`src/hdl/orq_pkg.sv`:
```
// package for the ordered ready queue: widths, operation and status codes,
// entry and cell control types; no dependencies
package orq_pkg;

   localparam int CAPACITY = 16;
   localparam int ID_W     = 8;
   localparam int RANK_W   = 16;
   localparam int CNT_W    = $clog2(CAPACITY + 1);

   typedef enum logic [1:0] {
      MODE_TAIL    = 2'd0,
      MODE_FRONT   = 2'd1,
      MODE_ORDERED = 2'd2,
      MODE_POP     = 2'd3
   } mode_type;

   typedef enum logic [1:0] {
      ST_DONE  = 2'd0,
      ST_EMPTY = 2'd1,
      ST_FULL  = 2'd2
   } status_type;

   typedef struct packed {
      logic [ID_W-1:0]          id;
      logic signed [RANK_W-1:0] rank;
   } entry_type;

   // broadcast to every cell of the row
   typedef struct packed {
      mode_type  mode;
      logic      push;   // accepted insert that fits
      logic      pop;    // accepted pop of a non-empty queue
      entry_type item;
   } cell_op_type;

endpackage

```
`src/hdl/orq_cell.sv`:
```
// one slot of the queue row: holds an entry, shifts toward tail on insert,
// toward head on pop; depends on orq_pkg
module orq_cell import orq_pkg::*; (
   input  logic        clock,
   input  cell_op_type op,
   input  logic        occ,        // slot holds a stored entry
   input  logic        is_tail,    // first free slot
   input  logic        is_head,
   input  logic        found_in,   // insert point lies before this slot
   input  entry_type   left_ent,
   input  entry_type   right_ent,
   output logic        found_out,
   output entry_type   ent
);

   entry_type ent_ff;
   entry_type ent_in;
   logic      hit;

   always_comb begin
      case (op.mode)
         MODE_TAIL:    hit = is_tail;
         MODE_FRONT:   hit = is_head;
         MODE_ORDERED: hit = occ ? (ent_ff.rank > op.item.rank) : is_tail;
         default:      hit = 1'b0;
      endcase
   end

   assign found_out = found_in | hit;

   always_comb begin
      ent_in = ent_ff;
      if (op.push) begin
         if (found_in) begin
            ent_in = left_ent;
         end else if (hit) begin
            ent_in = op.item;
         end
      end else if (op.pop) begin
         ent_in = right_ent;
      end
   end

   always_ff @(posedge clock) begin
      ent_ff <= ent_in;
   end

   assign ent = ent_ff;

endmodule

```
`config.mk`:
```
export PLATFORM = sky130hd
export DESIGN_NAME = orq_cell
export DESIGN_NICKNAME = d
export VERILOG_FILES = /design/src/hdl/orq_pkg.sv /design/src/hdl/orq_cell.sv
export SDC_FILE = /design/constraint.sdc
export NUM_CORES = 1
export LEC_CHECK = 0
export BUFFER_PORTS_ARGS = -buffer_cell sky130_fd_sc_hd__buf_2
export CAP_MARGIN = 20
export CORE_MARGIN = 10
export CORE_UTILIZATION = 39
export CTS_BUF_LIST = sky130_fd_sc_hd__clkbuf_16
export CTS_CLUSTER_DIAMETER = 80
export CTS_CLUSTER_SIZE = 14
export DETAILED_ROUTE_END_ITERATION = 16
export PLACE_DENSITY = 0.8
export SYNTH_ARGS = -nofsm -noshare
export SYNTH_HDL_FRONTEND = slang
export SYNTH_SLANG_ARGS = --single-unit
```
`constraint.sdc`:
```
create_clock -name clock -period 4.3 [get_ports clock]
set_clock_uncertainty 0.15 [all_clocks]
set_input_delay 1.29 -clock clock [delete_from_list [all_inputs] [get_ports clock]]
set_output_delay 1.29 -clock clock [all_outputs]
set_load 0.05 [all_outputs]
```
# Yosys cells after proc, flatten, opt, wreduce, memory -nomap -nowiden
# Index checks and enable logic that the tools add are counted.
# W data, S select, Z words.
# word_totals
regBits	24
in_bits	81
out_inout_bits	25
wordCells	16
# classes
order_cmp	1
eq_ne	3
n_mux	6
n_bitwise	1
n_reduce_logical	3
# op_table
cell	n
$mux W24	4
$gt A16 B16 Y1	1
$ne A3 B1 Y1 const B	1
$pmux W1 S3	1
$eq A2 B1 Y1 const B	1
$eq A2 B2 Y1 const B	1
$logic_not A2 Y1	1
$reduce_and A2 Y1	1
$reduce_bool A2 Y1	1
$mux W1	1
$or A1 B1 Y1	1

# Longest topological paths before layout
# Gate-level depths: netlist (run 1).
# depth
ltp_word	6
depth_mapped	7
mapped_depth_nobuf	7

# Worst setup path after synthesis (run 1)
# Ideal clock, no wire load.
# synth_path
kind	input-to-output
startpoint	in op[9] in the netlist's numbering
endpoint	out found_out
arrival_time_ns	3.205
t_required_ns	2.860
setup_slack_ns	-0.345
cell_stages	7
n_path_buf	0
cell_sequence	inv_1 -> ha_1 -> a21o_1 -> a211o_1 -> o221a_1 -> o21a_1 -> o21ai_1
# synth_via
elab_chain_len	4
# synth_rtl
element	line	text
start, declared	orq_cell.sv:5	input cell_op_type op,
$gt A16 B16 Y1	orq_cell.sv:24	MODE_ORDERED: hit = occ ? (ent_ff.rank > op.item.rank) : is_tail;
$mux W1	orq_cell.sv:24	
$pmux W1 S3	orq_cell.sv:21	case (op.mode)
$or A1 B1 Y1	orq_cell.sv:29	assign found_out = found_in | hit;
end, declared	orq_cell.sv:12	output logic found_out,
# No other way between the ends.

# Final worst setup path (run 1)
# layout_path
startpoint	in op[11] in the netlist's numbering
endpoint	out found_out
# Same word-level chain as after synthesis.

==> results of run 1 <==
power breakdown:
part           total [mW]  switching (mW)  internal, mW
combinational       0.286           0.180         0.107
clock               0.268          0.0832         0.185
sequential          0.301          0.0120         0.289
total               0.856           0.275         0.581
synthesized netlist by cell type, types with 2 or more instances:
cell type | count | share of area
a211o_1 | 2 | 0.010
a21oi_1 | 30 | 0.088
buf_2 | 3 | 0.0088
clkbuf_1 | 6 | 0.013
edfxtp_1 | 24 | 0.42
ha_1 | 16 | 0.12
inv_1 | 22 | 0.048
mux2i_1 | 25 | 0.15
nand2_1 | 4 | 0.0088
nand4_1 | 2 | 0.0073
nor2_1 | 29 | 0.064
o21ai_1 | 2 | 0.0059
worst register-to-register path, delay by kind of cell, from the launching register on:
family / cells / cell delay (ns)
buf+inv: 3 / 0.50
compound gates: 5 / 1.04
flops: 1 / 0.43
fa+ha+maj: 1 / 0.26
layout make-up:
type	instances	area share
Clock inverter	1	0.0116
Clock buffer	3	0.0291
Inverter	22	0.0320
Sequential cell	24	0.279
Timing Repair Buffer	115	0.239
Tap cell	52	0.0252
Multi-Input combinational cell	123	0.384
through the flow:
stage	worst slack, ns	TNS, ns	cells
after floorplan	0.00242	0	178
after global placement	-0.176	-0.176	334
after detailed placement	-0.264	-0.264	334
after CTS	0.00753	0	339
after global routing	-0.0265	-0.0265	340
final	0.0294	0	340
worst max path at each step:
stage / to / cells past startpoint
floorplan: found_out / 7
global placement: found_out / 10
detailed placement: found_out / 10
CTS: found_out / 10
global route: found_out / 10
finish: found_out / 10
repair_timing:
| action | in CTS | in global routing |
|---|---|---|
| buffers inserted | 1 | 1 |
| resized for setup | 14 | 8 |
| pin swaps | 7 | 6 |
| endpoints found under the setup margin | 1 | 1 |
cells by family after synthesis:
group	Yosys count	share of synthesized area
compound gates	44	0.152
fa+ha+maj	16	0.117
buf+inv	31	0.0703
flops	24	0.422
mux	26	0.153
simple gates	37	0.0864
routing by layer:
| metal | GRT usage | wire length, µm | up-vias |
|---|---|---|---|
| met3 | 0.0675 | 560 | 5 |
| met2 | 0.243 | 2600 | 66 |
| li1 | - | - | 857 |
| met4 | 0.0324 | 42 | 0 |
| met5 | 0 | 0 | - |
| met1 | 0.133 | 1990 | 732 |
==> results.md, run 1 <==
- Hold Path Cell Cnt: 3
- ANT cells: 0
- Critical Path, Cell by Cell: buf_2 -> inv_1 -> ha_4 -> a21oi_2 -> o221ai_2 -> a41o_2 -> o31ai_2 -> buf_4 -> o21ai_4 -> buf_8
- Max reg flops: 24
- Final worst path period share: 0.993
- Setup crit start kind: input pin
- Smallest hold slack: 1.19 ns
- Synthesis warning total: 0
- Hold-fix buffers, CTS: 0
- Final setup fails: 0
- Gate Count Post-Synth: 178
- Synthesized net count: 275
- GR Util All Layers: 0.134
- Worst path max stage delay: 0.26 ns
- F_max: 0.234 GHz
- R2R depth: 9
- Final Hold Viols: 0
- WL per Instance: 15.3 µm
- Number of vias per cell: 4.88
- Most frequent cells in the layout: 103 x buf_2, 28 x nor2_1, 26 x a21oi_1
- Arr. time, crit path: 2.83 ns
- Final slew viol count: 0
- Max Cap Viol: 0
- Skew-Pair Late Insertion Delay: 0.26 ns
- Number of synthesized flops with an enable pin: 24
- Count of cell types in the netlist: 25
- Hold EP: ent[10]
- Async set-reset flop share out of synthesis: 0
- Most common library cell in the layout ignoring fill and taps: buf_2
- First-pass GRT wire length: 8170 µm
- Worst R2R End: ent[22]
- Die area: 7430 µm²
- Fin util: 0.601
- Minimum clock period: 4.27 ns
- Max Buffers Root-to-Sink: 2
- Run status: complete, no violations
- Overall Power: 0.856 mW
- GPL Wtd Cong: 0.752
- R2R Path Start: ent[9]
- CTS tree: yes
- Design Area, Final: 2580 µm²
- Core Region: 4290 µm²
- Synthesized area per cell: 9.60 µm²
- Vias in the first global route: 1,905
- Dpl cell area: 2340 µm²
- I/O Buffers: 105
- Worst setup startpoint: op[11]
- Synthesis-to-layout area growth: 51.0%
- Critical Path Sink Type: output pin
- Initial antenna violation count: 0
- Starting DRT DRC Count: 30
- Starting Density: 0.398
- Largest net degree at the start of global routing: 49
- Ports: 106
- CP top delay family: compound AO/OA/AOI/OAI gates
- CTS root buffer: clkbuf_16
- Worst-path fanout max: 3
- Vias after detailed routing: 1,660
- Clock slew at reported path FFs: 0.07 ns
- Worst hold start: right_ent[10]
- Flop-to-flop setup slack: 1.64 ns
- Area of the multi-input gates: 990 µm²
- Reg area: 721 µm²
- # clock sinks: 24
- Grt ovf: 0
- Num rows: 24
- Type of the worst setup path: input pin to output pin
- CP required: 2.86 ns
- Detailed placement HPWL: 4210 µm
- Hold Path Class: input pin to flip-flop
- Buf/Inv on CP: 4
- Final #Nets: 386
- Fillers: 389
- Pleak: 1.29 nW
- Maximum VDD drop: 180 µV
- Cell area after synthesis: 1710 µm²
- Post-Route WL: 5200 µm
- Register bit total from synthesis: 24
- Register area share after synthesis: 0.422
- Worst rel slew slack: 0.691
- Cts bufs inserted: 3
- Tightest Pin Transition: 0.463 ns
- First-pass detailed-route iteration total: 4
- Die Span Y: 86.2 µm
- DRT antenna net count: 0
- Die width: 86.2 µm
- Slowest-stage cell, CP: a41o_2
- # DRC: 0
- Ratio of cells with drive above 1 in the final layout: 0.486
- RSZ-0062 raised after global routing: yes
- Top FF cell, synth: edfxtp_1
- H-tree levels: 1
- Pwr/cell area: 332 nW/µm²
(Power assumes the default switching activity.)
==> run 2: changes to the inputs <==
--- a/config.mk
+++ b/config.mk
@@ -8,12 +8,12 @@
 export BUFFER_PORTS_ARGS = -buffer_cell sky130_fd_sc_hd__buf_2
 export CAP_MARGIN = 20
 export CORE_MARGIN = 10
-export CORE_UTILIZATION = 39
+export CORE_UTILIZATION = 35
 export CTS_BUF_LIST = sky130_fd_sc_hd__clkbuf_16
 export CTS_CLUSTER_DIAMETER = 80
 export CTS_CLUSTER_SIZE = 14
 export DETAILED_ROUTE_END_ITERATION = 16
-export PLACE_DENSITY = 0.8
+export PLACE_DENSITY = 0.73
 export SYNTH_ARGS = -nofsm -noshare
 export SYNTH_HDL_FRONTEND = slang
 export SYNTH_SLANG_ARGS = --single-unit
==> results.md, run 2 (synthesis results as in run 1) <==
- GR Util All Layers: 0.128 (was 0.134)
- Worst hold start: right_ent[23] (was right_ent[10])
- Fin util: 0.551 (was 0.601)
- Starting Density: 0.362 (was 0.398)
- P_sw: 0.274 mW (was 0.275 mW)
- Post-Route WL: 5230 µm (was 5200 µm)
- Dpl cells: 350 (was 334)
- Vias in the first global route: 1,872 (was 1,905)
- Max Buffers Root-to-Sink: 2 (unchanged)
- Skew-Pair Late Insertion Delay: 0.26 ns (about the same)
- Ports: 106 (unchanged)
- Final Hold Viols: 0 (unchanged)
- Minimum clock period: 4.27 ns (about the same)
- Initial antenna violation count: 0 (unchanged)
- Cts bufs inserted: 3 (unchanged)
- Arr. time, crit path: 2.83 ns (about the same)
- # DRC: 0 (unchanged)
- Num rows: 25 (was 24)
- H-tree levels: 1 (unchanged)
- Die Span Y: 89.9 µm (was 86.2 µm)
- Critical Path, Cell by Cell: buf_6 -> inv_2 -> ha_4 -> a21o_1 -> a211o_1 -> o221a_1 -> o21a_1 -> o21ai_4 -> buf_8 (was buf_2 -> inv_1 -> ha_4 -> a21oi_2 -> o221ai_2 -> a41o_2 -> o31ai_2 -> buf_4 -> o21ai_4 -> buf_8)
- Worst rel slew slack: 0.716 (was 0.691)
- Pleak: 1.30 nW (was 1.29 nW)
- Synthesis-to-layout area growth: 52.2% (was 51.0%)
- CP required: 2.86 ns (about the same)
- Combinational share of power: 0.340 (was 0.335)
- Non-filler cells in the finished layout: 357 (was 340)
- ANT cells: 0 (unchanged)
- Slowest-stage cell, CP: o221a_1 (was a41o_2)
- Core Region: 4720 µm² (was 4290 µm²)
- Grt ovf: 0 (unchanged)
- First-pass detailed-route iteration total: 3 (was 4)
- GPL Wtd Cong: 0.796 (was 0.752)
- Run status: complete, no violations (unchanged)
- Final setup fails: 0 (unchanged)
- Buf/Inv on CP: 3 (was 4)
- DRT antenna net count: 0 (unchanged)
- Sw Share: 0.319 (was 0.321)
- First-pass GRT wire length: 8710 µm (was 8170 µm)
- Die area: 8080 µm² (was 7430 µm²)
- CTS root buffer: clkbuf_16 (unchanged)
- F_max: 0.234 GHz (about the same)
- Number of vias per cell: 4.70 (was 4.88)
- Vias after detailed routing: 1,678 (was 1,660)
- Most common library cell in the layout ignoring fill and taps: buf_2 (unchanged)
- Die width: 89.9 µm (was 86.2 µm)
- CP top delay family: compound AO/OA/AOI/OAI gates (unchanged)
- R2R Path Start: ent[9] (unchanged)
- Type of the worst setup path: input pin to output pin (unchanged)
- WL per Instance: 14.7 µm (was 15.3 µm)
- Maximum VDD drop: 220 µV (was 180 µV)
- I/O Buffers: 105 (unchanged)
- Most frequent cells in the layout: 102 x buf_2, 28 x nor2_1, 27 x a21oi_1 (was 103 x buf_2, 28 x nor2_1, 26 x a21oi_1)
- # clock sinks: 24 (unchanged)
- Worst setup startpoint: op[9] (was op[11])
- Largest net degree at the start of global routing: 39 (was 49)
- Detailed placement HPWL: 4350 µm (was 4210 µm)
- Worst path max stage delay: 0.25 ns (was 0.26 ns)
- Internal: 0.585 mW (was 0.581 mW)
- Final worst path period share: 0.993 (about the same)
- CTS tree: yes (unchanged)
- Setup crit start kind: input pin (unchanged)
- Critical Path Sink Type: output pin (unchanged)
- Starting DRT DRC Count: 17 (was 30)
- Max reg flops: 24 (unchanged)
- Ratio of cells with drive above 1 in the final layout: 0.486 (about the same)
- Sequential share of power: 0.350 (was 0.352)
- Clock slew at reported path FFs: 0.06 ns (was 0.07 ns)
- Tightest Pin Transition: 0.426 ns (was 0.463 ns)
- Final slew viol count: 0 (unchanged)
- Hold Path Class: input pin to flip-flop (unchanged)
- Worst-path fanout max: 3 (unchanged)
- RSZ-0062 raised after global routing: yes (unchanged)
- Clock power share: 0.311 (was 0.314)
- Smallest hold slack: 1.19 ns (about the same)
- Pwr/cell area: 330 nW/µm² (was 332 nW/µm²)
- Final #Nets: 388 (was 386)
- Max Cap Viol: 0 (unchanged)
- Hold-fix buffers, CTS: 0 (unchanged)
run 2: cell count changes in the layout (fill, tap and decap cells not counted):
cell	before	now
inv_1	19	17
ha_2	1	0
inv_2	3	5
ha_1	9	11
a21oi_1	26	27
buf_6	1	2
buf_2	103	102
buf_4	10	12
ha_4	6	5
a21oi_2	4	3
run 2: worst paths after layout:
kind	slack, ns	end	cells past startpoint
max	0.03	found_out	9
min	1.19	ent[23]	3
max reg2reg	1.65	ent[10]	8
min reg2reg	1.20	ent[1]	7
run 2: power groups by stage:
stage / combinational [mW] / sequential [mW] / clock (mW)
floorplan: 0.0948 / 0.386 / 0
global placement: 0.270 / 0.302 / 0
detailed placement: 0.275 / 0.304 / 0
CTS: 0.289 / 0.300 / 0.275
global route: 0.321 / 0.304 / 0.284
finish: 0.292 / 0.300 / 0.267
run 2: layout make-up:
class	count	area [µm²]
Clock buffer	3	75.1
Sequential cell	24	721
Inverter	22	82.6
Multi-Input combinational cell	123	971
Timing Repair Buffer	117	638
Tap cell	67	83.8
Fill cell	454	2120
Clock inverter	1	30.0
run 2: timing repair:
action	CTS	global route
pin swaps	7	6
gates resized for setup	13	9
buffers inserted	2	1
endpoints found under the setup margin	1	1
run 2: tightest hold or removal path: stages:
cell and delay [ns]:
buf_2 0.07, nor2_1 0.03, a21oi_1 0.09
run 2: routing by layer:
metal,GRT usage,wire length (µm),vias up
li1,-,-,864
met1,0.134,2140,749
met2,0.233,2660,63
met3,0.0532,414,2
met4,0.0252,25,0
met5,0,0,-
run 2: metrics by stage:
stage / total power [mW] / TNS (ns) / cell area [µm²] / setup slack [ns]
after floorplan: 0.480 / 0 / 1720 / 0.00242
after global placement: 0.572 / -0.171 / 2360 / -0.171
after detailed placement: 0.579 / -0.218 / 2360 / -0.218
after CTS: 0.864 / 0 / 2560 / 0.00338
after global routing: 0.908 / -0.0565 / 2600 / -0.0565
final: 0.859 / 0 / 2600 / 0.0283
==> run 3: changes to the inputs <==
--- a/config.mk
+++ b/config.mk
@@ -13,7 +13,7 @@
 export CTS_CLUSTER_DIAMETER = 80
 export CTS_CLUSTER_SIZE = 14
 export DETAILED_ROUTE_END_ITERATION = 16
-export PLACE_DENSITY = 0.73
+export PLACE_DENSITY = 0.71
 export SYNTH_ARGS = -nofsm -noshare
 export SYNTH_HDL_FRONTEND = slang
 export SYNTH_SLANG_ARGS = --single-unit
==> constraint.sdc (replaced) <==
create_clock -name clock -period 4.1 [get_ports clock]
set_clock_uncertainty 0.15 [all_clocks]
set_input_delay 1.23 -clock clock [delete_from_list [all_inputs] [get_ports clock]]
set_output_delay 1.23 -clock clock [all_outputs]
set_load 0.05 [all_outputs]
==> results.md, run 3 (synthesis results as in run 1) <==
- First-pass GRT wire length: 8400 µm (was 8710 µm)
- Worst hold start: ent[14] (was right_ent[23])
- Final Hold Viols: 0 (unchanged)
- DRT antenna net count: 0 (unchanged)
- Hold Path Cell Cnt: 5 (was 3)
- Worst-path fanout max: 2 (was 3)
- Type of the worst setup path: input pin to output pin (unchanged)
- Starting Density: 0.362 (unchanged)
- Final slew viol count: 0 (unchanged)
- Die area: 8080 µm² (unchanged)
- Run status: finished, violations left (was complete, no violations)
- Max Cap Viol: 0 (unchanged)
- H-tree levels: 1 (unchanged)
- Setup TNS: -0.0518 ns (was 0 ns)
- Hold EP: ent[10] (was ent[23])
- Fillers: 435 (was 454)
- Post-Route WL: 5290 µm (was 5230 µm)
- R2R Path Start: ent[9] (unchanged)
- Max Buffers Root-to-Sink: 2 (unchanged)
- Skew-Pair Late Insertion Delay: 0.25 ns (was 0.26 ns)
- Vias in the first global route: 1,755 (was 1,872)
- Ports: 106 (unchanged)
- Final #Nets: 386 (was 388)
- Clock slew at reported path FFs: 0.06 ns (about the same)
- Worst rel slew slack: 0.701 (was 0.716)
- F_max: 0.241 GHz
- Die Span Y: 89.9 µm (unchanged)
- Setup ws final: -0.0518 ns (was 0.0283 ns)
- RSZ-0062 raised after global routing: yes (unchanged)
- Arr. time, crit path: 2.77 ns (was 2.83 ns)
- Most frequent cells in the layout: 103 x buf_2, 28 x nor2_1, 27 x a21oi_1 (was 102 x buf_2, 28 x nor2_1, 27 x a21oi_1)
- WL per Instance: 14.9 µm (was 14.7 µm)
- Core Region: 4720 µm² (unchanged)
- Tightest Pin Transition: 0.449 ns (was 0.426 ns)
- Failing checks: setup timing
- Largest net degree at the start of global routing: 49 (was 39)
- First-pass detailed-route iteration total: 4 (was 3)
- Die width: 89.9 µm (unchanged)
- I/O Buffers: 105 (unchanged)
- Grt ovf: 0 (unchanged)
- GR Util All Layers: 0.123 (was 0.128)
- Critical Path Sink Type: output pin (unchanged)
- Minimum clock period: 4.15 ns
- Max reg flops: 24 (unchanged)
- Vias after detailed routing: 1,673 (was 1,678)
- Setup crit start kind: input pin (unchanged)
- GPL Wtd Cong: 0.826 (was 0.796)
- Synthesis-to-layout area growth: 51.8% (was 52.2%)
- Worst R2R End: ent[14] (was ent[10])
- Ratio of cells with drive above 1 in the final layout: 0.481 (was 0.486)
- Flop-to-flop setup slack: 1.54 ns (was 1.65 ns)
- Number of vias per cell: 4.73 (was 4.70)
- Pleak: 1.29 nW (was 1.30 nW)
- Starting DRT DRC Count: 44 (was 17)
- R2R depth: 8 (unchanged)
- Hold Path Class: flip-flop to flip-flop (was input pin to flip-flop)
- Initial antenna violation count: 0 (unchanged)
- ANT cells: 0 (unchanged)
- Detailed placement HPWL: 4240 µm (was 4350 µm)
- Pwr/cell area: 320 nW/µm² (was 330 nW/µm²)
- Cts bufs inserted: 3 (unchanged)
- Num rows: 25 (unchanged)
- Most common library cell in the layout ignoring fill and taps: buf_2 (unchanged)
- CTS root buffer: clkbuf_16 (unchanged)
- CTS tree: yes (unchanged)
- Final setup fails: 1 (was 0)
- CP required: 2.72 ns (was 2.86 ns)
- Maximum VDD drop: 152 µV (was 220 µV)
- # DRC: 0 (unchanged)
- Final worst path period share: 1.01
- # clock sinks: 24 (unchanged)
- Post-place setup slack: -0.253 ns (was -0.218 ns)
## run 3: worst max-delay path, cell delays in order
cell and delay (ns):
buf_6 0.10, inv_4 0.04, ha_4 0.19, a21o_1 0.16
a211o_1 0.24, o221a_4 0.25, buf_12 0.13, o31ai_4 0.20
o21ai_4 0.07, buf_6 0.16
## run 3: routing by layer
metal,GRT usage,share of wire,up-vias
li1,-,-,855
met2,0.212,0.48,75
met3,0.0540,0.11,2
met4,0.0239,0.0045,0
met5,0,0,-
met1,0.137,0.40,741
## run 3: layout make-up
type,instances,area [µm²],area share
clock buffer,3,75.1,0.0289
inverter,22,85.1,0.0328
multi-input combinational,123,1000,0.387
sequential,24,721,0.278
tap,67,83.8,0.0323
timing repair buffer,115,626,0.241
## run 3: power by group
part / internal (mW) / total [mW] / switching, mW / leakage, nW
Sequential: 0.303 / 0.315 / 0.0124 / 0.234
Combinational: 0.114 / 0.305 / 0.190 / 1.01
Clock: 0.129 / 0.209 / 0.0799 / 0.0370
Total: 0.546 / 0.829 / 0.283 / 1.29
## run 3: worst max path at each step
stage	slack [ns]	to	from
2_1_floorplan	0.001	found_out	op[9]
3_3_place_gp	-0.24	found_out	op[9]
3_5_place_dp	-0.25	found_out	op[9]
4_1_cts	-0.04	found_out	op[9]
5_1_grt	-0.1	found_out	op[12]
6_report	-0.05	found_out	op[9]
## run 3: per-stage QoR
step / hold slack, ns / instance area (µm²) / total power, mW / cells / utilization
after detailed placement: 1.05 / 2370 / 0.606 / 349 / 0.503
after floorplan: 1.31 / 1740 / 0.506 / 178 / -
final: 1.14 / 2590 / 0.829 / 354 / 0.549
after CTS: 1.13 / 2560 / 0.836 / 354 / 0.543
after global placement: 1.06 / 2370 / 0.601 / 349 / 0.503
after global routing: 1.15 / 2590 / 0.879 / 354 / 0.549
## run 3: timing repair
| action | 4_1_cts | 5_1_grt |
|---|---|---|
| buffers inserted | 2 | 0 |
| hold buffers | 0 | 0 |
| resized for setup | 14 | 5 |
| pin swaps | 13 | 3 |
| hold endpoints to repair | 0 | 0 |
| setup endpoints to repair | 1 | 1 |
